--- config.mk ---
export PLATFORM = sky130hd
export DESIGN_NAME = modular_square_root_unit
export DESIGN_NICKNAME = d
export VERILOG_FILES = /design/src/rtl/core/msr_pkg.sv /design/src/rtl/core/modular_square_root_unit.sv /design/src/rtl/core/msr_mulmod.sv /design/src/rtl/core/msr_divider.sv
export VERILOG_INCLUDE_DIRS = /design/src /design/src/rtl/core
export SDC_FILE = /design/constraint.sdc
export NUM_CORES = 2
export LEC_CHECK = 0
export ABC_AREA = 1
export BUFFER_PORTS_ARGS = -buffer_cell sky130_fd_sc_hd__buf_2
export CAP_MARGIN = 20
export CORE_UTILIZATION = 40
export DETAILED_ROUTE_END_ITERATION = 6
export PLACE_DENSITY_LB_ADDON = 0.12
export SYNTH_ARGS = -nofsm -noshare
export SYNTH_HDL_FRONTEND = slang
export SYNTH_SLANG_ARGS = --single-unit
--- constraint.sdc ---
create_clock -name clk_i -period 7.99 [get_ports clk_i]
set_input_delay 1.1985 -clock clk_i [delete_from_list [all_inputs] [get_ports clk_i]]
set_output_delay 1.1985 -clock clk_i [all_outputs]
set_load 0.03 [all_outputs]
--- src/rtl/core/modular_square_root_unit_assert.svh ---
// Assertion macros for the modular square root unit
`ifndef MODULAR_SQUARE_ROOT_UNIT_ASSERT_SVH
`define MODULAR_SQUARE_ROOT_UNIT_ASSERT_SVH
`ifndef SYNTH
`define MSR_ASSERT(label, clk, rstn, prop) \
  label: assert property (@(posedge clk) disable iff (!rstn) prop) \
    else $error("assertion failed");
`define MSR_ASSERT_NEXT(label, clk, rstn, pre, post) \
  label: assert property (@(posedge clk) disable iff (!rstn) (pre) |=> (post)) \
    else $error("assertion failed");
`else
`define MSR_ASSERT(label, clk, rstn, prop)
`define MSR_ASSERT_NEXT(label, clk, rstn, pre, post)
`endif
`endif

--- src/rtl/core/msr_pkg.sv ---
`timescale 1ns / 1ps
package msr_pkg;
  typedef enum logic [1:0] {
    REG_MODULUS     = 2'd0,
    REG_NON_RESIDUE = 2'd1
  } reg_idx_e;

  typedef enum logic [1:0] {
    MUL_IDLE = 2'd0,
    MUL_RUN  = 2'd1,
    MUL_DONE = 2'd2
  } mul_state_e;

  typedef enum logic [5:0] {
    ST_IDLE,
    ST_RED,
    ST_INV_DIV,
    ST_INV_MUL,
    ST_INV_UPD,
    ST_INV_END,
    ST_SPLIT,
    ST_PA_TEST,
    ST_PA_MUL,
    ST_PA_SQ,
    ST_NR_RED,
    ST_PN_TEST,
    ST_PN_MUL,
    ST_PN_SQ,
    ST_LOOP,
    ST_B,
    ST_C1,
    ST_C2,
    ST_D_TEST,
    ST_D_SQ,
    ST_CMP,
    ST_E_TEST,
    ST_E_SQ,
    ST_N2,
    ST_ROOT,
    ST_OUT
  } seq_state_e;
endpackage

--- src/rtl/core/modular_square_root_unit.sv ---
`timescale 1ns / 1ps
// Run time is data dependent, set by the bit-serial modular multiplier and the
// restoring divider that the steps share.
// Throughput: one item at a time; busy is high from start until done_o.
// Results show for one cycle with done_o; the receiver cannot stall.
// Reset: asynchronous active low, modulus 3, non-residue 2, sequencer idle.
`include "modular_square_root_unit_assert.svh"
module modular_square_root_unit #(
  parameter int unsigned WIDTH = 32
) (
  input  logic             clk_i,
  input  logic             rst_ni,
  input  logic             cfg_we_i,
  input  logic [0:0]       cfg_idx_i,
  input  logic [WIDTH-1:0] cfg_data_i,
  input  logic             start,
  input  logic [WIDTH-1:0] square_value_i,
  output logic             busy,
  output logic             done_o,
  output logic [WIDTH-1:0] root_o,
  output logic [WIDTH-1:0] other_root_o,
  output logic             no_inverse_o
);
  localparam int unsigned KW = $clog2(WIDTH + 1);

  msr_pkg::seq_state_e st_q, st_d;
  logic [WIDTH-1:0] mod_q, nr_q;
  logic [WIDTH-1:0] a_q, a_d, h_q, h_d, e_q, e_d, acc_q, acc_d, base_q, base_d;
  logic [WIDTH-1:0] a1_q, a1_d, n1_q, n1_d, a2_q, a2_d, n2_q, n2_d, b_q, b_d;
  logic [WIDTH-1:0] r0_q, r0_d, r1_q, r1_d, s0_q, s0_d, s1_q, s1_d, q_q, q_d;
  logic [KW-1:0]    k_q, k_d, i_q, i_d, t_q, t_d;
  logic             corr_q, corr_d, noinv_q, noinv_d;
  logic [WIDTH-1:0] res_q, res_d;

  logic             mul_start, mul_done, div_start, div_done;
  logic [WIDTH-1:0] mx, my, mp, dq, dr, red_num, red_den;

  msr_mulmod #(.WIDTH(WIDTH)) u_mul (
    .clk_i, .rst_ni, .start_i(mul_start), .x_i(mx), .y_i(my), .m_i(mod_q),
    .done_o(mul_done), .p_o(mp)
  );

  msr_divider #(.WIDTH(WIDTH)) u_div (
    .clk_i, .rst_ni, .start_i(div_start), .num_i(red_num), .den_i(red_den),
    .done_o(div_done), .quo_o(dq), .rem_o(dr)
  );

  assign red_num = (st_q == msr_pkg::ST_IDLE)    ? square_value_i :
                   (st_q == msr_pkg::ST_PA_TEST) ? nr_q : r0_q;
  assign red_den = (st_q inside {msr_pkg::ST_IDLE, msr_pkg::ST_RED,
                                 msr_pkg::ST_PA_TEST, msr_pkg::ST_NR_RED}) ? mod_q : r1_q;

  always_comb begin
    st_d = st_q;
    case (st_q)
      msr_pkg::ST_IDLE: begin
        if (start) st_d = (mod_q < WIDTH'(2)) ? msr_pkg::ST_OUT : msr_pkg::ST_RED;
      end
      msr_pkg::ST_RED:     if (div_done) st_d = msr_pkg::ST_INV_END;
      msr_pkg::ST_INV_DIV: if (div_done) st_d = msr_pkg::ST_INV_MUL;
      msr_pkg::ST_INV_MUL: if (mul_done) st_d = msr_pkg::ST_INV_UPD;
      msr_pkg::ST_INV_UPD: st_d = msr_pkg::ST_INV_END;
      msr_pkg::ST_INV_END: begin
        if (r1_q != '0) st_d = msr_pkg::ST_INV_DIV;
        else if (r0_q != WIDTH'(1)) st_d = msr_pkg::ST_OUT;
        else st_d = msr_pkg::ST_SPLIT;
      end
      msr_pkg::ST_SPLIT: if (h_q == '0 || h_q[0]) st_d = msr_pkg::ST_PA_TEST;
      msr_pkg::ST_PA_TEST: begin
        if (e_q == '0) st_d = msr_pkg::ST_NR_RED;
        else if (e_q[0]) st_d = msr_pkg::ST_PA_MUL;
        else st_d = msr_pkg::ST_PA_SQ;
      end
      msr_pkg::ST_PA_MUL: if (mul_done) st_d = msr_pkg::ST_PA_SQ;
      msr_pkg::ST_PA_SQ:  if (mul_done) st_d = msr_pkg::ST_PA_TEST;
      msr_pkg::ST_NR_RED: if (div_done) st_d = msr_pkg::ST_PN_TEST;
      msr_pkg::ST_PN_TEST: begin
        if (e_q == '0) st_d = msr_pkg::ST_LOOP;
        else if (e_q[0]) st_d = msr_pkg::ST_PN_MUL;
        else st_d = msr_pkg::ST_PN_SQ;
      end
      msr_pkg::ST_PN_MUL: if (mul_done) st_d = msr_pkg::ST_PN_SQ;
      msr_pkg::ST_PN_SQ:  if (mul_done) st_d = msr_pkg::ST_PN_TEST;
      msr_pkg::ST_LOOP: st_d = ({1'b0, i_q} + (KW+1)'(2) <= {1'b0, k_q}) ? msr_pkg::ST_B
                                                                          : msr_pkg::ST_ROOT;
      msr_pkg::ST_B:  if (mul_done) st_d = msr_pkg::ST_C1;
      msr_pkg::ST_C1: if (mul_done) st_d = msr_pkg::ST_C2;
      msr_pkg::ST_C2: if (mul_done) st_d = msr_pkg::ST_D_TEST;
      msr_pkg::ST_D_TEST: st_d = (t_q == '0) ? msr_pkg::ST_CMP : msr_pkg::ST_D_SQ;
      msr_pkg::ST_D_SQ:   if (mul_done) st_d = msr_pkg::ST_D_TEST;
      msr_pkg::ST_CMP: st_d = corr_d ? msr_pkg::ST_E_TEST : msr_pkg::ST_LOOP;
      msr_pkg::ST_E_TEST: st_d = (t_q == '0) ? msr_pkg::ST_N2 : msr_pkg::ST_E_SQ;
      msr_pkg::ST_E_SQ:   if (mul_done) st_d = msr_pkg::ST_E_TEST;
      msr_pkg::ST_N2:     if (mul_done) st_d = msr_pkg::ST_LOOP;
      msr_pkg::ST_ROOT:   if (mul_done) st_d = msr_pkg::ST_OUT;
      msr_pkg::ST_OUT:    st_d = msr_pkg::ST_IDLE;
      default:            st_d = msr_pkg::ST_IDLE;
    endcase
  end

  always_comb begin
    a_d = a_q; h_d = h_q; e_d = e_q; acc_d = acc_q; base_d = base_q;
    a1_d = a1_q; n1_d = n1_q; a2_d = a2_q; n2_d = n2_q; b_d = b_q;
    r0_d = r0_q; r1_d = r1_q; s0_d = s0_q; s1_d = s1_q; q_d = q_q;
    k_d = k_q; i_d = i_q; t_d = t_q; corr_d = corr_q; noinv_d = noinv_q;
    res_d = res_q;
    mul_start = 1'b0;
    div_start = 1'b0;
    mx = acc_q;
    my = base_q;
    case (st_q)
      msr_pkg::ST_IDLE: begin
        noinv_d = 1'b1;
        res_d   = '0;
        corr_d  = 1'b0;
        k_d     = '0;
        i_d     = '0;
        div_start = start && (mod_q >= WIDTH'(2));
      end
      msr_pkg::ST_RED: begin
        if (div_done) begin
          a_d = dr; r0_d = mod_q; r1_d = dr; s0_d = '0; s1_d = WIDTH'(1);
        end
      end
      msr_pkg::ST_INV_DIV: begin
        mx = dq; my = s1_q;
        if (div_done) begin
          q_d = dq; r0_d = r1_q; r1_d = dr;
          mul_start = 1'b1;
        end
      end
      msr_pkg::ST_INV_MUL: begin
        mx = q_q; my = s1_q;
      end
      msr_pkg::ST_INV_UPD: begin
        s0_d = s1_q;
        s1_d = (mp == '0) ? s0_q
             : ((s0_q >= mp) ? s0_q - mp : s0_q + (mod_q - mp));
      end
      msr_pkg::ST_INV_END: begin
        if (r1_q != '0) div_start = 1'b1;
        else if (r0_q == WIDTH'(1)) begin
          a2_d = s0_q; h_d = mod_q - WIDTH'(1);
        end
      end
      msr_pkg::ST_SPLIT: begin
        if (h_q == '0 || h_q[0]) begin
          e_d = (h_q >> 1) + WIDTH'(1); acc_d = WIDTH'(1); base_d = a_q;
        end else begin
          h_d = h_q >> 1; k_d = k_q + 1'b1;
        end
      end
      msr_pkg::ST_PA_TEST, msr_pkg::ST_PN_TEST: begin
        if (e_q != '0) mul_start = 1'b1;
        else if (st_q == msr_pkg::ST_PA_TEST) begin
          a1_d = acc_q; e_d = h_q; acc_d = WIDTH'(1);
          div_start = 1'b1;
        end else begin
          n1_d = acc_q; n2_d = WIDTH'(1);
        end
        if (e_q != '0 && !e_q[0]) begin
          mx = base_q; my = base_q;
        end
      end
      msr_pkg::ST_NR_RED: begin
        if (div_done) base_d = dr;
      end
      msr_pkg::ST_PA_MUL, msr_pkg::ST_PN_MUL: begin
        if (mul_done) begin
          acc_d = mp; mul_start = 1'b1;
        end
        if (mul_done) begin mx = base_q; my = base_q; end
      end
      msr_pkg::ST_PA_SQ, msr_pkg::ST_PN_SQ: begin
        mx = base_q; my = base_q;
        if (mul_done) begin
          base_d = mp; e_d = e_q >> 1;
        end
      end
      msr_pkg::ST_LOOP: begin
        mx = a1_q; my = n2_q;
        mul_start = 1'b1;
      end
      msr_pkg::ST_B: begin
        mx = a2_q; my = mp;
        if (mul_done) begin b_d = mp; mul_start = 1'b1; end
      end
      msr_pkg::ST_C1: begin
        mx = mp; my = b_q;
        if (mul_done) mul_start = 1'b1;
      end
      msr_pkg::ST_C2: begin
        if (mul_done) begin
          base_d = mp; t_d = k_q - 2'd2 - i_q;
        end
      end
      msr_pkg::ST_D_TEST, msr_pkg::ST_E_TEST: begin
        mx = base_q; my = base_q;
        if (t_q != '0) mul_start = 1'b1;
        else if (st_q == msr_pkg::ST_E_TEST) begin
          mx = n2_q; my = base_q; mul_start = 1'b1;
        end
      end
      msr_pkg::ST_D_SQ, msr_pkg::ST_E_SQ: begin
        mx = base_q; my = base_q;
        if (mul_done) begin base_d = mp; t_d = t_q - 1'b1; end
      end
      msr_pkg::ST_CMP: begin
        if (base_q == WIDTH'(1)) corr_d = 1'b0;
        else if (base_q == mod_q - WIDTH'(1)) corr_d = 1'b1;
        if (corr_d) begin
          base_d = n1_q; t_d = i_q;
        end else begin
          i_d = i_q + 1'b1;
        end
      end
      msr_pkg::ST_N2: begin
        mx = n2_q; my = base_q;
        if (mul_done) begin n2_d = mp; i_d = i_q + 1'b1; end
      end
      msr_pkg::ST_ROOT: begin
        mx = a1_q; my = n2_q;
        if (mul_done) begin res_d = mp; noinv_d = 1'b0; end
      end
      default: ;
    endcase
  end

  always_ff @(posedge clk_i or negedge rst_ni) begin
    if (!rst_ni) begin
      st_q  <= msr_pkg::ST_IDLE;
      mod_q <= WIDTH'(3);
      nr_q  <= WIDTH'(2);
    end else begin
      st_q <= st_d;
      if (cfg_we_i && cfg_idx_i == 1'(msr_pkg::REG_MODULUS)) mod_q <= cfg_data_i;
      if (cfg_we_i && cfg_idx_i == 1'(msr_pkg::REG_NON_RESIDUE)) nr_q <= cfg_data_i;
    end
  end

  always_ff @(posedge clk_i) begin
    a_q <= a_d; h_q <= h_d; e_q <= e_d; acc_q <= acc_d; base_q <= base_d;
    a1_q <= a1_d; n1_q <= n1_d; a2_q <= a2_d; n2_q <= n2_d; b_q <= b_d;
    r0_q <= r0_d; r1_q <= r1_d; s0_q <= s0_d; s1_q <= s1_d; q_q <= q_d;
    k_q <= k_d; i_q <= i_d; t_q <= t_d; corr_q <= corr_d; noinv_q <= noinv_d;
    res_q <= res_d;
  end

  assign busy         = (st_q != msr_pkg::ST_IDLE);
  assign done_o       = (st_q == msr_pkg::ST_OUT);
  assign no_inverse_o = noinv_q;
  assign root_o       = noinv_q ? '0 : res_q;
  assign other_root_o = (noinv_q || res_q == '0) ? '0 : mod_q - res_q;

  `MSR_ASSERT_NEXT(a_done_idle, clk_i, rst_ni, done_o, !busy)
  `MSR_ASSERT(a_flag_zero, clk_i, rst_ni, (done_o && no_inverse_o) |-> (root_o == '0))
  `MSR_ASSERT_NEXT(a_start_busy, clk_i, rst_ni, (start && !busy), busy)
endmodule

--- src/rtl/core/msr_mulmod.sv ---
`timescale 1ns / 1ps
// Shift-add modular multiply: one multiplier bit per cycle.
module msr_mulmod #(
  parameter int unsigned WIDTH = 32
) (
  input  logic             clk_i,
  input  logic             rst_ni,
  input  logic             start_i,
  input  logic [WIDTH-1:0] x_i,
  input  logic [WIDTH-1:0] y_i,
  input  logic [WIDTH-1:0] m_i,
  output logic             done_o,
  output logic [WIDTH-1:0] p_o
);
  msr_pkg::mul_state_e state_q, state_d;
  logic [WIDTH-1:0] acc_q, acc_d, x_q, x_d, y_q, y_d;

  function automatic logic [WIDTH-1:0] addm(input logic [WIDTH-1:0] a,
                                            input logic [WIDTH-1:0] b,
                                            input logic [WIDTH-1:0] m);
    logic [WIDTH-1:0] gap;
    gap = m - b;
    if (a >= gap) return a - gap;
    return a + b;
  endfunction

  always_comb begin
    state_d = state_q;
    case (state_q)
      msr_pkg::MUL_IDLE: if (start_i) state_d = msr_pkg::MUL_RUN;
      msr_pkg::MUL_RUN:  if (y_q == '0) state_d = msr_pkg::MUL_DONE;
      msr_pkg::MUL_DONE: state_d = start_i ? msr_pkg::MUL_RUN : msr_pkg::MUL_IDLE;
      default:           state_d = msr_pkg::MUL_IDLE;
    endcase
  end

  always_comb begin
    acc_d = acc_q;
    x_d   = x_q;
    y_d   = y_q;
    case (state_q)
      msr_pkg::MUL_IDLE: begin
        acc_d = '0;
        x_d   = x_i;
        y_d   = y_i;
      end
      msr_pkg::MUL_RUN: begin
        if (y_q != '0) begin
          if (y_q[0]) acc_d = addm(acc_q, x_q, m_i);
          x_d = addm(x_q, x_q, m_i);
          y_d = y_q >> 1;
        end
      end
      msr_pkg::MUL_DONE: begin
        // back-to-back start; otherwise the product stays on p_o until the idle state clears it
        if (start_i) begin
          acc_d = '0;
          x_d   = x_i;
          y_d   = y_i;
        end
      end
      default: ;
    endcase
  end

  always_ff @(posedge clk_i or negedge rst_ni) begin
    if (!rst_ni) begin
      state_q <= msr_pkg::MUL_IDLE;
    end else begin
      state_q <= state_d;
    end
  end

  always_ff @(posedge clk_i) begin
    acc_q <= acc_d;
    x_q   <= x_d;
    y_q   <= y_d;
  end

  assign done_o = (state_q == msr_pkg::MUL_DONE);
  assign p_o    = acc_q;
endmodule

--- src/rtl/core/msr_divider.sv ---
`timescale 1ns / 1ps
// Restoring divider, one quotient bit per cycle.
module msr_divider #(
  parameter int unsigned WIDTH = 32
) (
  input  logic             clk_i,
  input  logic             rst_ni,
  input  logic             start_i,
  input  logic [WIDTH-1:0] num_i,
  input  logic [WIDTH-1:0] den_i,
  output logic             done_o,
  output logic [WIDTH-1:0] quo_o,
  output logic [WIDTH-1:0] rem_o
);
  localparam int unsigned CW = $clog2(WIDTH + 1);
  logic [CW-1:0]    cnt_q, cnt_d;
  logic             run_q, run_d, done_q, done_d;
  logic [WIDTH-1:0] quo_q, quo_d, rem_q, rem_d;
  logic [WIDTH:0]   trial;

  always_comb begin
    run_d  = run_q;
    done_d = 1'b0;
    cnt_d  = cnt_q;
    quo_d  = quo_q;
    rem_d  = rem_q;
    trial  = {rem_q, quo_q[WIDTH-1]};
    if (!run_q) begin
      if (start_i) begin
        run_d = 1'b1;
        cnt_d = CW'(WIDTH);
        quo_d = num_i;
        rem_d = '0;
      end
    end else if (cnt_q == '0) begin
      run_d  = 1'b0;
      done_d = 1'b1;
    end else begin
      if (trial >= {1'b0, den_i}) begin
        rem_d = WIDTH'(trial - {1'b0, den_i});
        quo_d = {quo_q[WIDTH-2:0], 1'b1};
      end else begin
        rem_d = trial[WIDTH-1:0];
        quo_d = {quo_q[WIDTH-2:0], 1'b0};
      end
      cnt_d = cnt_q - 1'b1;
    end
  end

  always_ff @(posedge clk_i or negedge rst_ni) begin
    if (!rst_ni) begin
      run_q  <= 1'b0;
      done_q <= 1'b0;
      cnt_q  <= '0;
    end else begin
      run_q  <= run_d;
      done_q <= done_d;
      cnt_q  <= cnt_d;
    end
  end

  always_ff @(posedge clk_i) begin
    quo_q <= quo_d;
    rem_q <= rem_d;
  end

  assign done_o = done_q;
  assign quo_o  = quo_q;
  assign rem_o  = rem_q;
endmodule

Yosys cells after proc, flatten, opt, wreduce, memory -nomap -nowiden
Cells that the tools add are included.
{ "totals": {"wordCells": 335, "out_inout_bits": 67, "reg_bits": 772, "in_bits": 69} }
{ "op_classes": {"n_reduce_logical": 70, "muxes": 136, "add_sub_neg": 19, "eq_ne": 66, "bitwise": 4, "magnitude_cmp": 7} }
{ "op_table": {"columns": ["op", "count"], "rows": [
  ["2-to-1 mux 32 bit", 49],
  ["one-hot mux 32 bit (3 select lines)", 5],
  ["one-hot mux 32 bit (2 select lines)", 6],
  ["one-hot mux 32 bit (10 select lines)", 1],
  ["one-hot mux 32 bit (4 select lines)", 2],
  ["subtractor 32 bit", 7],
  ["logical NOT 32 bit", 5],
  ["2-to-1 mux 6 bit", 25],
  ["one-hot mux 6 bit (24 select lines)", 1],
  ["adder 32 bit", 3],
  ["greater-or-equal comparator 32 bit", 3],
  ["nonzero test 32 bit", 3],
  ["equality test 32 x 1 -> 1 bit (second input constant)", 2],
  ["equality test 6 x 5 -> 1 bit (second input constant)", 10],
  ["!= test 2 bit (second input constant)", 25],
  ["equality test 6 x 4 -> 1 bit (second input constant)", 8],
  ["one-hot mux 6 bit (3 select lines)", 2],
  ["greater-or-equal comparator 33 x 32 -> 1 bit", 1],
  ["adder 31 x 1 -> 32 bit (second input constant)", 1],
  ["equality test 32 bit", 1],
  ["greater-or-equal comparator 32 x 2 -> 1 bit (second input constant)", 1],
  ["< comparator 32 x 2 -> 1 bit (second input constant)", 1],
  ["!= test 32 x 1 -> 1 bit (second input constant)", 1],
  ["subtractor 32 x 1 -> 32 bit (second input constant)", 1],
  ["other kinds (39)", 138]
]} }

Depth between registers and ports, before layout
{ "logic_depth": {"ltp_word": 10, "depth_mapped": 26, "depth_no_buf": 26} }

Cells and area by module
Synthesis repeated with hierarchy kept, for this count alone.
{ "unflattened": {"cells_unflattened": 6921, "area_unflattened_um2": 54634.9} }
{ "modules_own_cells": {"columns": ["module", "n_inst", "area_each_um2", "seq_area_each_um2", "cells_each"], "rows": [
  ["modular_square_root_unit", 1, 36876.6, 17695.7, 4328],
  ["msr_mulmod", 1, 11509.8, 2932.8, 1659],
  ["msr_divider", 1, 6248.5, 2122.0, 934]
]} }

Worst setup path after synthesis
No wires, ideal clock.
{ "synth_timing": {"kind": "reg-to-reg", "start": "register st_q[3]", "end": "register u_mul.x_q[0] (enable)", "stages_incl_launch_ff": 12, "synth_period_minus_slack_ps": 6709, "arrival_time_ps": 6202, "setup_time_ps": 507, "path_buffers": 2, "slack_ps": 1281, "cell_sequence": "dfrtp_1 buf_4 nor2_2 inv_1 nor2_1 clkinv_1 clkbuf_1 nor2_1 nor3_1 nand2_1 a21oi_1 a21oi_1"} }
{ "synth_between": {"elab_chain_cells": 6} }
{ "synth_rtl": {"columns": ["element", "line", "rtl"], "rows": [
  ["from (decl)", "modular_square_root_unit.sv:26", "msr_pkg::seq_state_e st_q, st_d;"],
  ["from (signal assigned)", "modular_square_root_unit.sv:231", "st_q <= msr_pkg::ST_IDLE;"],
  ["from (signal assigned)", "modular_square_root_unit.sv:235", "st_q <= st_d;"],
  ["equality test 6 x 5 -> 1 bit", "modular_square_root_unit.sv:111, modular_square_root_unit.sv:200", null],
  ["2-to-1 mux 1 bit", "modular_square_root_unit.sv:200", "else if (st_q == msr_pkg::ST_E_TEST) begin"],
  ["2-to-1 mux 1 bit", "modular_square_root_unit.sv:199", "if (t_q != '0) mul_start = 1'b1;"],
  ["one-hot mux 1 bit (5 select lines) (*)", "modular_square_root_unit.sv:111", "case (st_q)"],
  ["!= test 2 x 1 -> 1 bit (no source line) (*)", null, null],
  ["AND reduction 3 bit (no source line) (*)", null, null],
  ["to (signal assigned)", "msr_mulmod.sv:76", "x_q <= x_d;"],
  ["to (decl)", "msr_mulmod.sv:16", "logic [WIDTH-1:0] acc_q, acc_d, x_q, x_d, y_q, y_d;"]
]} }
Every way passes the cells marked *; elsewhere a longest branch is shown, timed or not.
A chain may end at the register's enable or synchronous reset.

Worst setup path after layout
{ "layout_timing": {"start": "register mod_q[0]", "end": "register u_mul.x_q[29], data pin"} }
{ "layout_between": {"elab_chain_cells": 8} }
{ "layout_rtl": {"columns": ["element", "line", "rtl"], "rows": [
  ["from (decl)", "modular_square_root_unit.sv:27", "logic [WIDTH-1:0] mod_q, nr_q;"],
  ["from (signal assigned)", "modular_square_root_unit.sv:236", "if (cfg_we_i && cfg_idx_i == 1'(msr_pkg::REG_MODULUS)) mod_q <= cfg_data_i;"],
  ["subtractor 32 bit (*)", "msr_mulmod.sv:22", "gap = m - b;"],
  ["greater-or-equal comparator 32 bit", "msr_mulmod.sv:23", "if (a >= gap) return a - gap;"],
  ["2-to-1 mux 1 bit", "msr_mulmod.sv:23", null],
  ["2-to-1 mux 1 bit", "msr_mulmod.sv:48", "if (y_q != '0) begin"],
  ["2-to-1 mux 1 bit", "msr_mulmod.sv:41", "case (state_q)"],
  ["2-to-1 mux 32 bit (*)", "msr_mulmod.sv:24", "return a + b;"],
  ["2-to-1 mux 32 bit (*)", "msr_mulmod.sv:48", null],
  ["one-hot mux 32 bit (3 select lines) (*)", "msr_mulmod.sv:41", null],
  ["named net u_mul.x_d[29]", "msr_mulmod.sv:16", null]
]} }
The timed path passes the listed nets; every way through them passes the cells marked *. The select of a mux whose other input is x is not followed.

==> results by group <==
STA
  • Peak Freq: 0.163 GHz
  • Worst slew margin relative to its limit: 0.210
  • Total Negative Setup Slacks: 0 ps
  • Total count of hold-check failures in the final report: 0
  • Post-layout min period: 6140 ps
  • Worst-case clock skew: 64.6 ps
  • Final hold slack: 318 ps
  • Portion of the clock cycle consumed by the worst path in the final layout: 0.768
  • Tightest Pin Transition: 1180 ps
  • Number of setup violations in the final report: 0
  • Max Transition Viols Final: 0
  • Final setup slack of the worst path: 1850 ps
  • Unrepaired setup endpoints after global routing: false

Global routing
  • GR Layer Usage met1: 0.512
  • Largest net degree at the start of global routing: 74
  • Global route overflow: 0
  • Global routing usage on met3: 0.114
  • GRT Total Usage: 0.372
  • Number of global-route vias before repair: 45900
  • GR Util met2: 0.513
  • Most crowded layer after global routing: met2
  • First-pass GRT wire length: 347000 um
  • Initial antenna violation count: 19

Worst setup path
  • Crit Path Category: flip-flop to flip-flop
  • Cell repeated most along the worst path: a21oi_1
  • Critical path required time: 8370 ps
  • CP endpoint kind: flip-flop
  • Critical-path maximum fanout: 19
  • Critical-path cell with the highest stage delay: dfstp_2
  • Critical Path AT: 6520 ps
  • Cells along the critical path: inv_1 > buf_4 > ha_1 > fa_1 > o21ai_0 > a21oi_1 > o21ai_1 > a21oi_1 > o21ai_1 > a21oi_1 > xor2_1 > ha_1 > nand2_1 > o21a_1 > inv_1 > nand2_1 > a21oi_1 > a211oi_1 > nand3_2 > inv_2 > a21oi_1 > o21ai_0 > o21ai_0
  • CP Launch Type: flip-flop
  • Stage delay of the slowest cell on the critical path: 610 ps

Synth
  • Yosys synthesis warning count: 0
  • Most instantiated library cell after synthesis: nand2_1
  • Dominant cell type by area after synthesis: edfxtp_1
  • Netlist area before placement: 0.0526 mm^2
  • Synth top cells by count: nand2_1 (1353), inv_1 (794), edfxtp_1 (691)
  • Count of flip-flops with a built-in enable after synthesis: 691
  • FF+latch count, synth: 771
  • Share of synthesized area occupied by flip-flops and latches: 0.433
  • Top FF cell, synth: edfxtp_1
  • Avg Cell Area, Syn: 8.17 um^2
  • Unique cell type count in the Yosys netlist: 68
  • Cells taking the most area after synthesis: edfxtp_1 (39%), nand2_1 (9.7%), ha_1 (6.5%)
  • Cells after synthesis: 6432
  • Net Count, Synth: 6815
  • Async SR Flop Fraction: 0.102
  • Yosys top cell area share: 0.395

Clock tree
  • TritonCTS Buffers: 93
  • Clock Latency Late Sink: 720 ps
  • Root buffer cell: clkbuf_16
  • Longest Clk Path Bufs: 3
  • Hold buffers post-CTS: 0
  • Post-CTS Setup Inserts: 0
  • Level count of the clock H-tree: 3
  • TritonCTS clock tree: done
  • Number of gates resized after cts: 0
  • Clock slew at reported path FFs: 60 ps
  • Clock net sink count: 771

Route
  • Via count: 50100
  • Total routed wirelength: 251000 um
  • Detailed-routing iteration count for the pre-antenna-repair pass: 7
  • Post-detailed-route wirelength per cell: 29.7 um
  • Drt drc: 19
  • Drt initial violations: 6952
  • Via count normalized by instance count: 5.95
  • Antenna-violating nets left: 0

Outcome
  • Run status: finished with violations
  • Violated checks: DRC

Die
  • Number of primary I/O pins: 136
  • Starting Density: 0.404
  • Die width: 364 um
  • Die outline area: 0.133 mm^2
  • Core region area: 0.130 mm^2
  • Die Span Y: 364 um
  • FP Rows: 132

Placement
  • Pre-CTS WS: 2100 ps
  • Port Buffers: 135
  • Detailed placer's ending HPWL: 192000 um
  • Final Wtd Congestion: 1.03
  • Post-DP Area: 0.0557 mm^2

Finish
  • Fraction of layout instances using a drive strength above 1: 0.0784
  • Storage element area: 0.0228 mm^2
  • Area growth syn-to-layout: 12.4%
  • Net count, final: 6971
  • Combined area of the multi-input logic cells: 0.0261 mm^2
  • Fin area: 0.0591 mm^2
  • Filler instances: 13000

Worst hold path
  • Classification of the worst-slack hold path: input pin to asynchronous set/reset pin

Flow run
  • Reported max-cap violation count: 0
final timing paths:
path / startpoint / slack [ps] / cells past startpoint / end
setup / recovery: mod_q[0] / 1850 / 23 / u_mul.x_q[29]
hold / removal: rst_ni / 320 / 1 / nr_q[30]
setup reg to reg: mod_q[0] / 1850 / 23 / u_mul.x_q[29]
hold reg to reg: u_div.quo_o[10] / 450 / 0 / q_q[10]
max in group asynchronous: rst_ni / 6360 / 2 / mod_q[2]
min in group clk_i: u_div.quo_o[10] / 450 / 0 / q_q[10]
placed cells by master, fill, tap and decap left out, types with 126 or more instances in the layout:
cell type	netlist	final
nand2_1	1353	1347
inv_1	794	793
edfxtp_1	691	691
nor2_1	685	674
o21ai_0	482	480
a21oi_1	478	475
ha_1	275	275
nand3_1	250	249
xor2_1	146	146
buf_2	32	134
buf_4	8	126
cell type report:
cell class                      count  share of cell area
Timing Repair Buffer              265              0.0292
Tap cell                         1742              0.0369
Clock inverter                     61              0.0117
Sequential cell                   771               0.385
Multi-Input combinational cell   4643               0.442
Antenna cell                       16            0.000678
Clock buffer                      115              0.0426
Inverter                          814              0.0518
metal layers:
layer  part of all wire  up-vias
met2               0.39     3040
met1               0.41    24000
met5            0.00032        -
met4              0.065       12
li1                   -    22600
met3               0.13      528
logic make-up (layout without fill, tap and decap cells):
kind of cell,count (synthesis),in the layout,share of synthesized area
flops,771,771,0.433
compound gates,1497,1497,0.168
xor+xnor,224,224,0.0373
mux,1,1,0.000190
simple gates,2607,2607,0.207
fa+ha+maj,314,314,0.0803
buf+inv,1018,1255,0.0742
other cells,0,16,0
per-stage QoR:
| stage | instances | util |
|---|---|---|
| after floorplan | 6432 | - |
| after global placement | 8230 | 0.429 |
| after detailed placement | 8231 | 0.429 |
| after CTS | 8407 | 0.453 |
| after global routing | 8411 | 0.454 |
| final | 8427 | 0.454 |
worst max-delay path: cells and delay by family, from the launching register on:
family                   cells  cell delay (ps)
XOR/XNOR                     1              470
AND/OR/NAND/NOR              3              630
AO/OA/AOI/OAI               12             2290
adder cells (fa/ha/maj)      3             1040
flip-flops                   1              610
buffers and inverters        4              730
Power is left out: the tool's default activity adds up to more than one toggle a clock period on the data nets, which glitch-free logic cannot reach.
